[config.mk]
export PLATFORM = sky130hd
export DESIGN_NAME = sorted_array_priority_queue
export DESIGN_NICKNAME = d
export VERILOG_FILES = /design/src/sv/spq_pkg.sv /design/src/sv/spq_cell.sv /design/src/sv/sorted_array_priority_queue.sv
export SDC_FILE = /design/constraint.sdc
export NUM_CORES = 2
export LEC_CHECK = 0
export BUFFER_PORTS_ARGS = -buffer_cell sky130_fd_sc_hd__buf_2
export CORE_AREA = 5 5 351 353
export CTS_BUF_LIST = sky130_fd_sc_hd__clkbuf_4 sky130_fd_sc_hd__clkbuf_8 sky130_fd_sc_hd__clkbuf_16
export DETAILED_ROUTE_END_ITERATION = 10
export DIE_AREA = 0 0 356 358
export HOLD_SLACK_MARGIN = 0.06
export PLACE_DENSITY = 0.57
export SLEW_MARGIN = 20
export SYNTH_ARGS = -nofsm -noshare
export SYNTH_HDL_FRONTEND = slang
export SYNTH_SLANG_ARGS = --single-unit
export TNS_END_PERCENT = 30
[constraint.sdc]
create_clock -name clk -period 5.9 [get_ports clk]
set_clock_uncertainty 0.2 [all_clocks]
set_input_delay 0.295 -clock clk [delete_from_list [all_inputs] [get_ports clk]]
set_output_delay 0.295 -clock clk [all_outputs]
set_load 0.01 [all_outputs]
[src/sv/spq_pkg.sv]
package spq_pkg;

    // Queue depth and derived count width
    localparam int CAPACITY = 16;
    localparam int CNT_W    = $clog2(CAPACITY + 1);

    // Widths of the request and result fields
    localparam int DATA_W   = 32;
    localparam int OP_W     = 2;
    localparam int STATUS_W = 2;

    // Operation codes
    localparam logic [OP_W-1:0] OP_PUSH  = 2'd0;
    localparam logic [OP_W-1:0] OP_POP   = 2'd1;
    localparam logic [OP_W-1:0] OP_QUERY = 2'd2;

    // Status codes
    localparam logic [STATUS_W-1:0] ST_DONE  = 2'd0;
    localparam logic [STATUS_W-1:0] ST_FULL  = 2'd1;
    localparam logic [STATUS_W-1:0] ST_EMPTY = 2'd2;

    typedef logic signed [DATA_W-1:0] spq_data_t;
    typedef logic [CNT_W-1:0]         spq_count_t;

    // Per-cycle command broadcast to every cell
    typedef struct packed {
        logic push;
        logic pop;
    } spq_ctrl_t;

endpackage

[src/sv/spq_cell.sv]
module spq_cell (
    input  logic              clk,
    input  spq_pkg::spq_ctrl_t ctrl,
    input  logic              occupied,
    input  spq_pkg::spq_data_t push_value,
    input  spq_pkg::spq_data_t left_value,
    input  logic              left_ins,
    input  spq_pkg::spq_data_t right_value,
    output spq_pkg::spq_data_t cell_value,
    output logic              ins
);
    import spq_pkg::*;

    spq_data_t value_reg;
    spq_data_t value_next;

    // Flag a cell that lies at or after the insertion point
    assign ins = !(occupied && (value_reg >= push_value));

    // Shift right on push past the insertion point, shift left on pop
    always_comb
    begin
        value_next = value_reg;
        if (ctrl.push && ins)
        begin
            if (left_ins)
                value_next = left_value;
            else
                value_next = push_value;
        end
        else if (ctrl.pop)
        begin
            value_next = right_value;
        end
    end

    always_ff @(posedge clk)
    begin
        value_reg <= value_next;
    end

    assign cell_value = value_reg;

endmodule

[src/sv/sorted_array_priority_queue.sv]
// Results: a request accepted at a clock edge has its result valid from the next cycle.
// Throughput: one request per cycle when not stalled; a row of compare-and-shift cells
// inserts or removes in a single step; head and tail come from the cell registers,
// flags from the count register. The input stalls only while a finished result is
// held by a stalled output. Reset: count, status and output valid clear
// asynchronously; cell contents are left as is and are never read until written.
module sorted_array_priority_queue (
    input  logic                          clk,
    input  logic                          rst_n,
    input  logic                          in_valid,
    output logic                          in_stall,
    input  logic [spq_pkg::OP_W-1:0]      operation,
    input  logic signed [spq_pkg::DATA_W-1:0] value,
    output logic                          out_valid,
    input  logic                          out_stall,
    output logic signed [spq_pkg::DATA_W-1:0] head_value,
    output logic signed [spq_pkg::DATA_W-1:0] tail_value,
    output logic [spq_pkg::CNT_W-1:0]     entry_count,
    output logic                          is_empty,
    output logic                          is_full,
    output logic [spq_pkg::STATUS_W-1:0]  status
);
    import spq_pkg::*;

    spq_count_t            count_reg;
    spq_count_t            count_next;
    logic                  out_valid_reg;
    logic                  out_valid_next;
    logic [STATUS_W-1:0]   status_reg;
    logic [STATUS_W-1:0]   status_next;

    logic                  accept;
    logic                  full;
    logic                  empty;
    spq_ctrl_t             ctrl;
    logic [CAPACITY-1:0]   occ;
    logic [CAPACITY-1:0]   ins;
    spq_data_t             cell_val [CAPACITY];
    spq_data_t             tail_mux;

    // Take a request unless a held result is stalled
    assign in_stall = out_valid_reg && out_stall;
    assign accept   = in_valid && !in_stall;

    assign full  = (count_reg == CNT_W'(CAPACITY));
    assign empty = (count_reg == '0);

    // Broadcast the command to the cells
    assign ctrl.push = accept && (operation == OP_PUSH) && !full;
    assign ctrl.pop  = accept && (operation == OP_POP) && !empty;

    // Mark occupied cells from the count
    always_comb
    begin
        for (int i = 0; i < CAPACITY; i++)
        begin
            occ[i] = (CNT_W'(i) < count_reg);
        end
    end

    // Build the row of cells
    for (genvar g = 0; g < CAPACITY; g++)
    begin : g_cell
        spq_data_t left_v;
        spq_data_t right_v;
        logic      left_i;

        if (g == 0)
        begin : g_first
            assign left_v = value;
            assign left_i = 1'b0;
        end
        else
        begin : g_mid
            assign left_v = cell_val[g-1];
            assign left_i = ins[g-1];
        end

        if (g == CAPACITY - 1)
        begin : g_last
            assign right_v = cell_val[g];
        end
        else
        begin : g_body
            assign right_v = cell_val[g+1];
        end

        spq_cell u_cell (
            .clk         (clk),
            .ctrl        (ctrl),
            .occupied    (occ[g]),
            .push_value  (value),
            .left_value  (left_v),
            .left_ins    (left_i),
            .right_value (right_v),
            .cell_value  (cell_val[g]),
            .ins         (ins[g])
        );
    end

    // Advance count, status and output valid
    always_comb
    begin
        count_next     = count_reg;
        status_next    = status_reg;
        out_valid_next = out_valid_reg && out_stall;
        if (accept)
        begin
            out_valid_next = 1'b1;
            status_next    = ST_DONE;
            case (operation)
                OP_PUSH:
                begin
                    if (full)
                        status_next = ST_FULL;
                    else
                        count_next = count_reg + 1'b1;
                end
                OP_POP:
                begin
                    if (empty)
                        status_next = ST_EMPTY;
                    else
                        count_next = count_reg - 1'b1;
                end
                default:
                begin
                    status_next = ST_DONE;
                end
            endcase
        end
    end

    always_ff @(posedge clk or negedge rst_n)
    begin
        if (!rst_n)
        begin
            count_reg     <= '0;
            out_valid_reg <= 1'b0;
            status_reg    <= ST_DONE;
        end
        else
        begin
            count_reg     <= count_next;
            out_valid_reg <= out_valid_next;
            status_reg    <= status_next;
        end
    end

    // Pick the last occupied cell as the tail
    always_comb
    begin
        tail_mux = '0;
        for (int i = 0; i < CAPACITY; i++)
        begin
            if (occ[i] && ((i == CAPACITY - 1) || !occ[(i + 1) % CAPACITY]))
                tail_mux = tail_mux | cell_val[i];
        end
    end

    // Drive the result from the held state
    assign out_valid   = out_valid_reg;
    assign head_value  = empty ? '0 : cell_val[0];
    assign tail_value  = empty ? '0 : tail_mux;
    assign entry_count = count_reg;
    assign is_empty    = empty;
    assign is_full     = full;
    assign status      = status_reg;

endmodule
# Word level (Yosys, flattened, before mapping)

Cells that the tools add are included.

Register bits: 520
Bits in latches: 0
Bits in writable memories: 0
Memory bits (read-only): 0
Output and inout bits: 75
Word-level logic and storage cells: 248
Memories: 0

Add/subtract/negate cells: 2
Multiply operators: 0
Div/mod/pow operators: 0
Order comparisons: 32
Equal/unequal tests: 4
Shift operators: 0
Muxes and demuxes: 70
Bitwise logic cells: 15
Reduce and logical (&&, ||, !) cells: 106

Operators with widths:

| kind                                              | count |
|---|---|
| two-way mux 32 bit                                | 63 |
| >= comparator 32 bit                              | 16 |
| OR 32 bit                                         | 15 |
| logical AND 1 bit                                 | 53 |
| < comparator 4 x 5 -> 1 bit, first input constant | 8 |
| zero test 1 bit                                   | 34 |
| nonzero test 2 bit                                | 16 |
| < comparator 3 x 5 -> 1 bit, first input constant | 4 |
| < comparator 1 x 5 -> 1 bit, first input constant | 2 |
| < comparator 2 x 5 -> 1 bit, first input constant | 2 |
| two-way mux 5 bit                                 | 2 |
| one-hot mux 5 bit (2 select lines)                | 1 |
| adder 5 x 1 -> 5 bit, second input constant       | 1 |
| == test 5 bit, second input constant              | 1 |
| zero test 5 bit                                   | 1 |
| subtractor 5 x 1 -> 5 bit, second input constant  | 1 |
| inequality test 2 bit, second input constant      | 2 |
| one-hot mux 2 bit (2 select lines)                | 1 |
| AND reduction 4 bit                               | 1 |
| == test 2 x 1 -> 1 bit, second input constant     | 1 |
| zero test 2 bit                                   | 1 |
| two-way mux 1 bit                                 | 2 |
| two-way mux 2 bit                                 | 1 |

# Longest topological paths before layout

Depth in word-level cells: 35
Depth in mapped cells: 14

# By module

Synthesis repeated with hierarchy kept, for this count alone.

Cell total of the unflattened synthesis: 4815
Area total of the unflattened synthesis: 47553.1 µm²

By module, submodules not included:

| module                          | instances | cells each | area each (µm²) |
|---|---|---|---|
| spq_cell (g_cell[0].u_cell ...) | 12        | 265        | 2698.8 |
| spq_cell (g_cell[6].u_cell ...) | 4         | 263        | 2705.1 |
| sorted_array_priority_queue     | 1         | 583        | 4346.7 |

# Least setup slack after synthesis

OpenSTA, ideal clock, no wires.

Kind: input port to flip-flop
Start point: in value[15] in the netlist's numbering
End point: reg g_cell[2].u_cell.value_reg[0], enable pin
Data arrival time: 4.923 ns
Required time: 5.234 ns
Path slack: 0.311 ns
Cell stages on the path: 12
Path buffers: 3
Path through: clkbuf_1 inv_1 ha_1 nand4_1 nor4_1 a21boi_0 a211o_1 nand2_1 o221a_2 clkbuf_1 buf_2 o21ai_0

Longest elaborated chain between the ends: 5

RTL lines:

| element                             | line                              | text |
|---|---|---|
| start, declared                     | sorted_array_priority_queue.sv:13 | `input logic signed [spq_pkg::DATA_W-1:0] value,` |
| >= comparator 32 bit                | spq_cell.sv:18                    | `assign ins = !(occupied && (value_reg >= push_value));` |
| logical AND 1 bit                   | spq_cell.sv:18                    |  |
| zero test 1 bit                     | spq_cell.sv:18                    |  |
| logical AND 1 bit                   | spq_cell.sv:24                    | `if (ctrl.push && ins)` |
| nonzero test 2 bit (no source line) | -                                 |  |
| end signal, assigned                | spq_cell.sv:39                    | `value_reg <= value_next;` |
| end, declared                       | spq_cell.sv:14                    | `spq_data_t value_reg;` |

Every way passes these cells.
A chain may end at the register's enable or synchronous reset.

# Worst setup path in the final report

Start point: in value[25] in the netlist's numbering
End point: reg g_cell[8].u_cell.value_reg[10] (data pin)

Longest elaborated chain between the ends: 5
Elaborated cells between the ends (all ways): 8
Classes of those cells: order compare (2); mux (2); reduce/logical (4)

RTL lines:

| element                             | line           | text |
|---|---|---|
| >= comparator 32 bit                | spq_cell.sv:18 |  |
| logical AND 1 bit                   | spq_cell.sv:18 |  |
| zero test 1 bit                     | spq_cell.sv:18 |  |
| logical AND 1 bit                   | spq_cell.sv:24 |  |
| two-way mux 32 bit (*)              | spq_cell.sv:24 |  |
| via g_cell[8].u_cell.value_next[10] | spq_cell.sv:15 | `spq_data_t value_next;` |
| end signal, assigned                | spq_cell.sv:39 |  |
| end, declared                       | spq_cell.sv:14 |  |

The timed path passes the listed nets; every way through them passes the cells marked *.

==> results.md <==
- Multi-input logic area: about 0.025 mm2
- # Max-Cap Violations: 0
- Fraction of registers with async set or reset after synthesis: 0.0154
- Grt total ovfl: 0
- Starting density of the core: 0.347
- Worst-case clock buffer depth: 3
- Seq/Total Area, Yosys: 0.375
- Share of post-route cells with drive strength above 1: 0.179
- CP Max Fanout: 63
- Slowest-stage cell, CP: buf_4
- Vias in the first global route: approximately 35000
- Hold Path Depth: 3
- Min cycle time layout: approximately 5.5 ns
- Largest net degree at the start of global routing: 129
- Final HPWL DP: approximately 140 mm
- Period utilisation layout: 0.934
- Yosys reg bits: between 500 and 600
- Vias: ~38000
- Post-route cell area: ~0.047 mm2
- Status: finished clean
- Syn Inst Count: 3982
- Register-to-Register Path Depth: 10
- Die Wd: 356 um
- Setup tns final: 0 ns
- Worst Hold End: g_cell[5].u_cell.cell_value[2]$_DFFE_PP_
- Die Area: 0.127 mm2
- Hold path startpoint: value[2]
- Most common cell after layout, fill and taps aside: ha_1
- Die H: between 300 and 400 um
- Core area: approximately 0.12 mm2
- Setup WS pre-CTS: 0.532 ns
- Nets: approximately 4600
- Synth warnings: 0
- Root Buffer: clkbuf_16
- H-tree lvl count: 3
- GPL Wtd Cong: between 1 and 1.5
- First-pass GRT wire length: about 270 mm
- Fin. Hold Viols: 0
- Area Growth Syn to Fin: 13.8%
- Count of cell types in the netlist: 80
- Initial antenna violation count: 7
- R2r startpoint: g_cell[7].u_cell.cell_value[25]$_DFFE_PP_
- Crit path capture type: flop
- Crit-path max cell delay: slightly above 0.8 ns
- Critical Path Start Type: primary input
- Cell mode on critical path: o21ai_0
- Final WS setup: approximately 0.39 ns
- Number of DRC markers in iteration 0: ~5700
- DP Area: between 0.04 and 0.05 mm2
- Largest register FFs: around 510
- Ports: between 100 and 150
- Post-layout util: 0.395
- Total track usage: 0.293
- Final Power: about 16000 uW
- Pins Over Slew Limit: 0
- Mean post-synth cell area: roughly 10 um2
- Worst VDD drop: between 200 and 300 uV
- Mapped Area: a little over 0.04 mm2
- CTS tree: done
- Clock Latency Late Sink: between 0.6 and 0.7 ns
- Fillers: 11695
- Final setup vio count: 0
- Synthesized Nets: 4536
- CP arrival: roughly 5.7 ns
- Max Clock Freq: 181 MHz
- Slew HR: 0.235
- Post-DR wirelength/cell: approximately 34 um
- Worst path required time: 6.07 ns
- Crit path kind: primary input to flop
- Pre-Repair DR Iteration Count: 7
- Prevailing post-synth register cell: edfxtp_1
- Row count: about 130
- Post-Route WL: 195 mm
- Clock sink total: 520
- Worst Max-Slew Pin Slew: 1.15 ns
- RR Endpoint: g_cell[8].u_cell.cell_value[10]$_DFFE_PP_
- RSZ-0062 raised after global routing: no
- PortBufs: 112
- Num CTS Buffers: between 60 and 70
- ANT nets after route: 0
- Reg clk slew, reported paths: around 0.060 ns
- Most frequent cells in the layout: 516 x ha_1, 512 x edfxtp_1, 399 x a21oi_1, 352 x o21ai_0, 277 x mux2_2
- LEAKAGE: roughly 0.019 uW
- Routed vias/inst: 6.61
- EDFF count, synth: around 510
- # DRC: 0
- Crit-path cells: dlygate4sd3_1, buf_2, inv_1, ha_1, a21o_1, a221o_1, a221oi_1, o21ai_0, a21oi_1, a31o_4, buf_4, mux2i_1, o21ai_0
- Reg area: roughly 0.016 mm2
- R2r setup slk: approximately 0.82 ns
- Power Density: around 330 mW/mm2
- Worst Hold Class: primary input to flop
- Cts repair resizes: 0
final cells by class:
type	count	share of cell area
diodes	1	0.0000530
clock buffers	78	0.0380
clock inverters	38	0.00784
inverters	80	0.00635
multi-input cells	3111	0.525
flip-flops and latches	520	0.330
well taps	1612	0.0427
repair buffers	291	0.0500
critical path: cells and delay by family:
kind,cells,cell delay [ns]
buffers and inverters,4,2.05
multiplexers,1,0.29
adder cells (fa/ha/maj),1,0.41
AO/OA/AOI/OAI,7,2.52
Yosys cell counts (7+ instances only):
cell type  number  area [um2]
a2111oi_0       7        61.3
a211o_1         7        61.3
a211oi_1       15         113
a21o_1         85         638
a21oi_1       400        2000
a221oi_1      104         911
a222oi_1       32         320
a22o_1         98         858
a31oi_1       104         651
buf_1           9        33.8
buf_2          65         325
buf_4           7        52.6
clkbuf_1      184         691
dfrtp_1         8         200
edfxtp_1      512       15400
ha_1          516        6460
inv_1          78         293
mux2_2        277        3120
mux2_4         27         405
mux2i_1       273        2730
nand2_1       231         867
nand2b_1       22         138
nand3_1        67         335
nand4_1       133         832
nor2_1        129         484
nor2b_1        55         344
nor3_1         22         110
nor4_1         14        87.6
o211ai_1       20         150
o21a_1          7        52.6
o21ai_0       354        1770
o21ai_1         9        45.0
o31ai_1        10        75.1
logic make-up (layout without fill, tap and decap cells):
logic type	after synthesis	count (layout)	synth area share
simple gates	714	714	0.0853
fa+ha+maj	516	516	0.156
mux	580	580	0.152
flops	520	520	0.375
xor+xnor	6	6	0.00127
buf+inv	351	487	0.0354
compound gates	1295	1295	0.196
other cells	0	1	0
worst max-delay path by stage:
stage	startpoint	end	slack, ns	depth (start not counted)
final	value[25]	g_cell[8].u_cell.cell_value[10]$_DFFE_PP_	0.39	13
after global routing	value[25]	g_cell[8].u_cell.cell_value[11]$_DFFE_PP_	0.43	13
after CTS	value[25]	g_cell[8].u_cell.cell_value[1]$_DFFE_PP_	0.66	13
after detailed placement	value[25]	g_cell[8].u_cell.cell_value[1]$_DFFE_PP_	0.53	12
after global placement	value[25]	g_cell[8].u_cell.cell_value[25]$_DFFE_PP_	0.56	12
after floorplan	value[15]	g_cell[2].u_cell.cell_value[0]$_DFFE_PP_	0.31	12
metrics by stage:
step	hold slack, ns	cells
2_1_floorplan	-0.201	3982
3_3_place_gp	-0.0531	5581
3_5_place_dp	-0.0495	5581
4_1_cts	0.0655	5730
5_1_grt	0.121	5730
6_report	0.0739	5731
routing by layer:
| layer | vias to the layer above | share of wire | GRT usage |
|---|---|---|---|
| li1 | 15923 | - | - |
| met1 | 18524 | 0.40 | 0.394 |
| met2 | 2790 | 0.41 | 0.426 |
| met3 | 629 | 0.13 | 0.0876 |
| met4 | 2 | 0.063 | 0.154 |
| met5 | - | 0.000046 | 0 |
report_power, final:
group	leakage [uW]	switching, uW	total, uW	internal, uW
clock network	0.00108	1810	4290	2480
logic	0.0130	4220	6550	2330
registers	0.00479	471	4970	4500
timing repair:
item | in CTS | in global routing
setup buffers | 0 | 0
hold buffers | 33 | 0
endpoints found under the setup margin | 0 | 0
endpoints found under the hold margin | 110 | 0
Power figures use the tool's default switching activity.
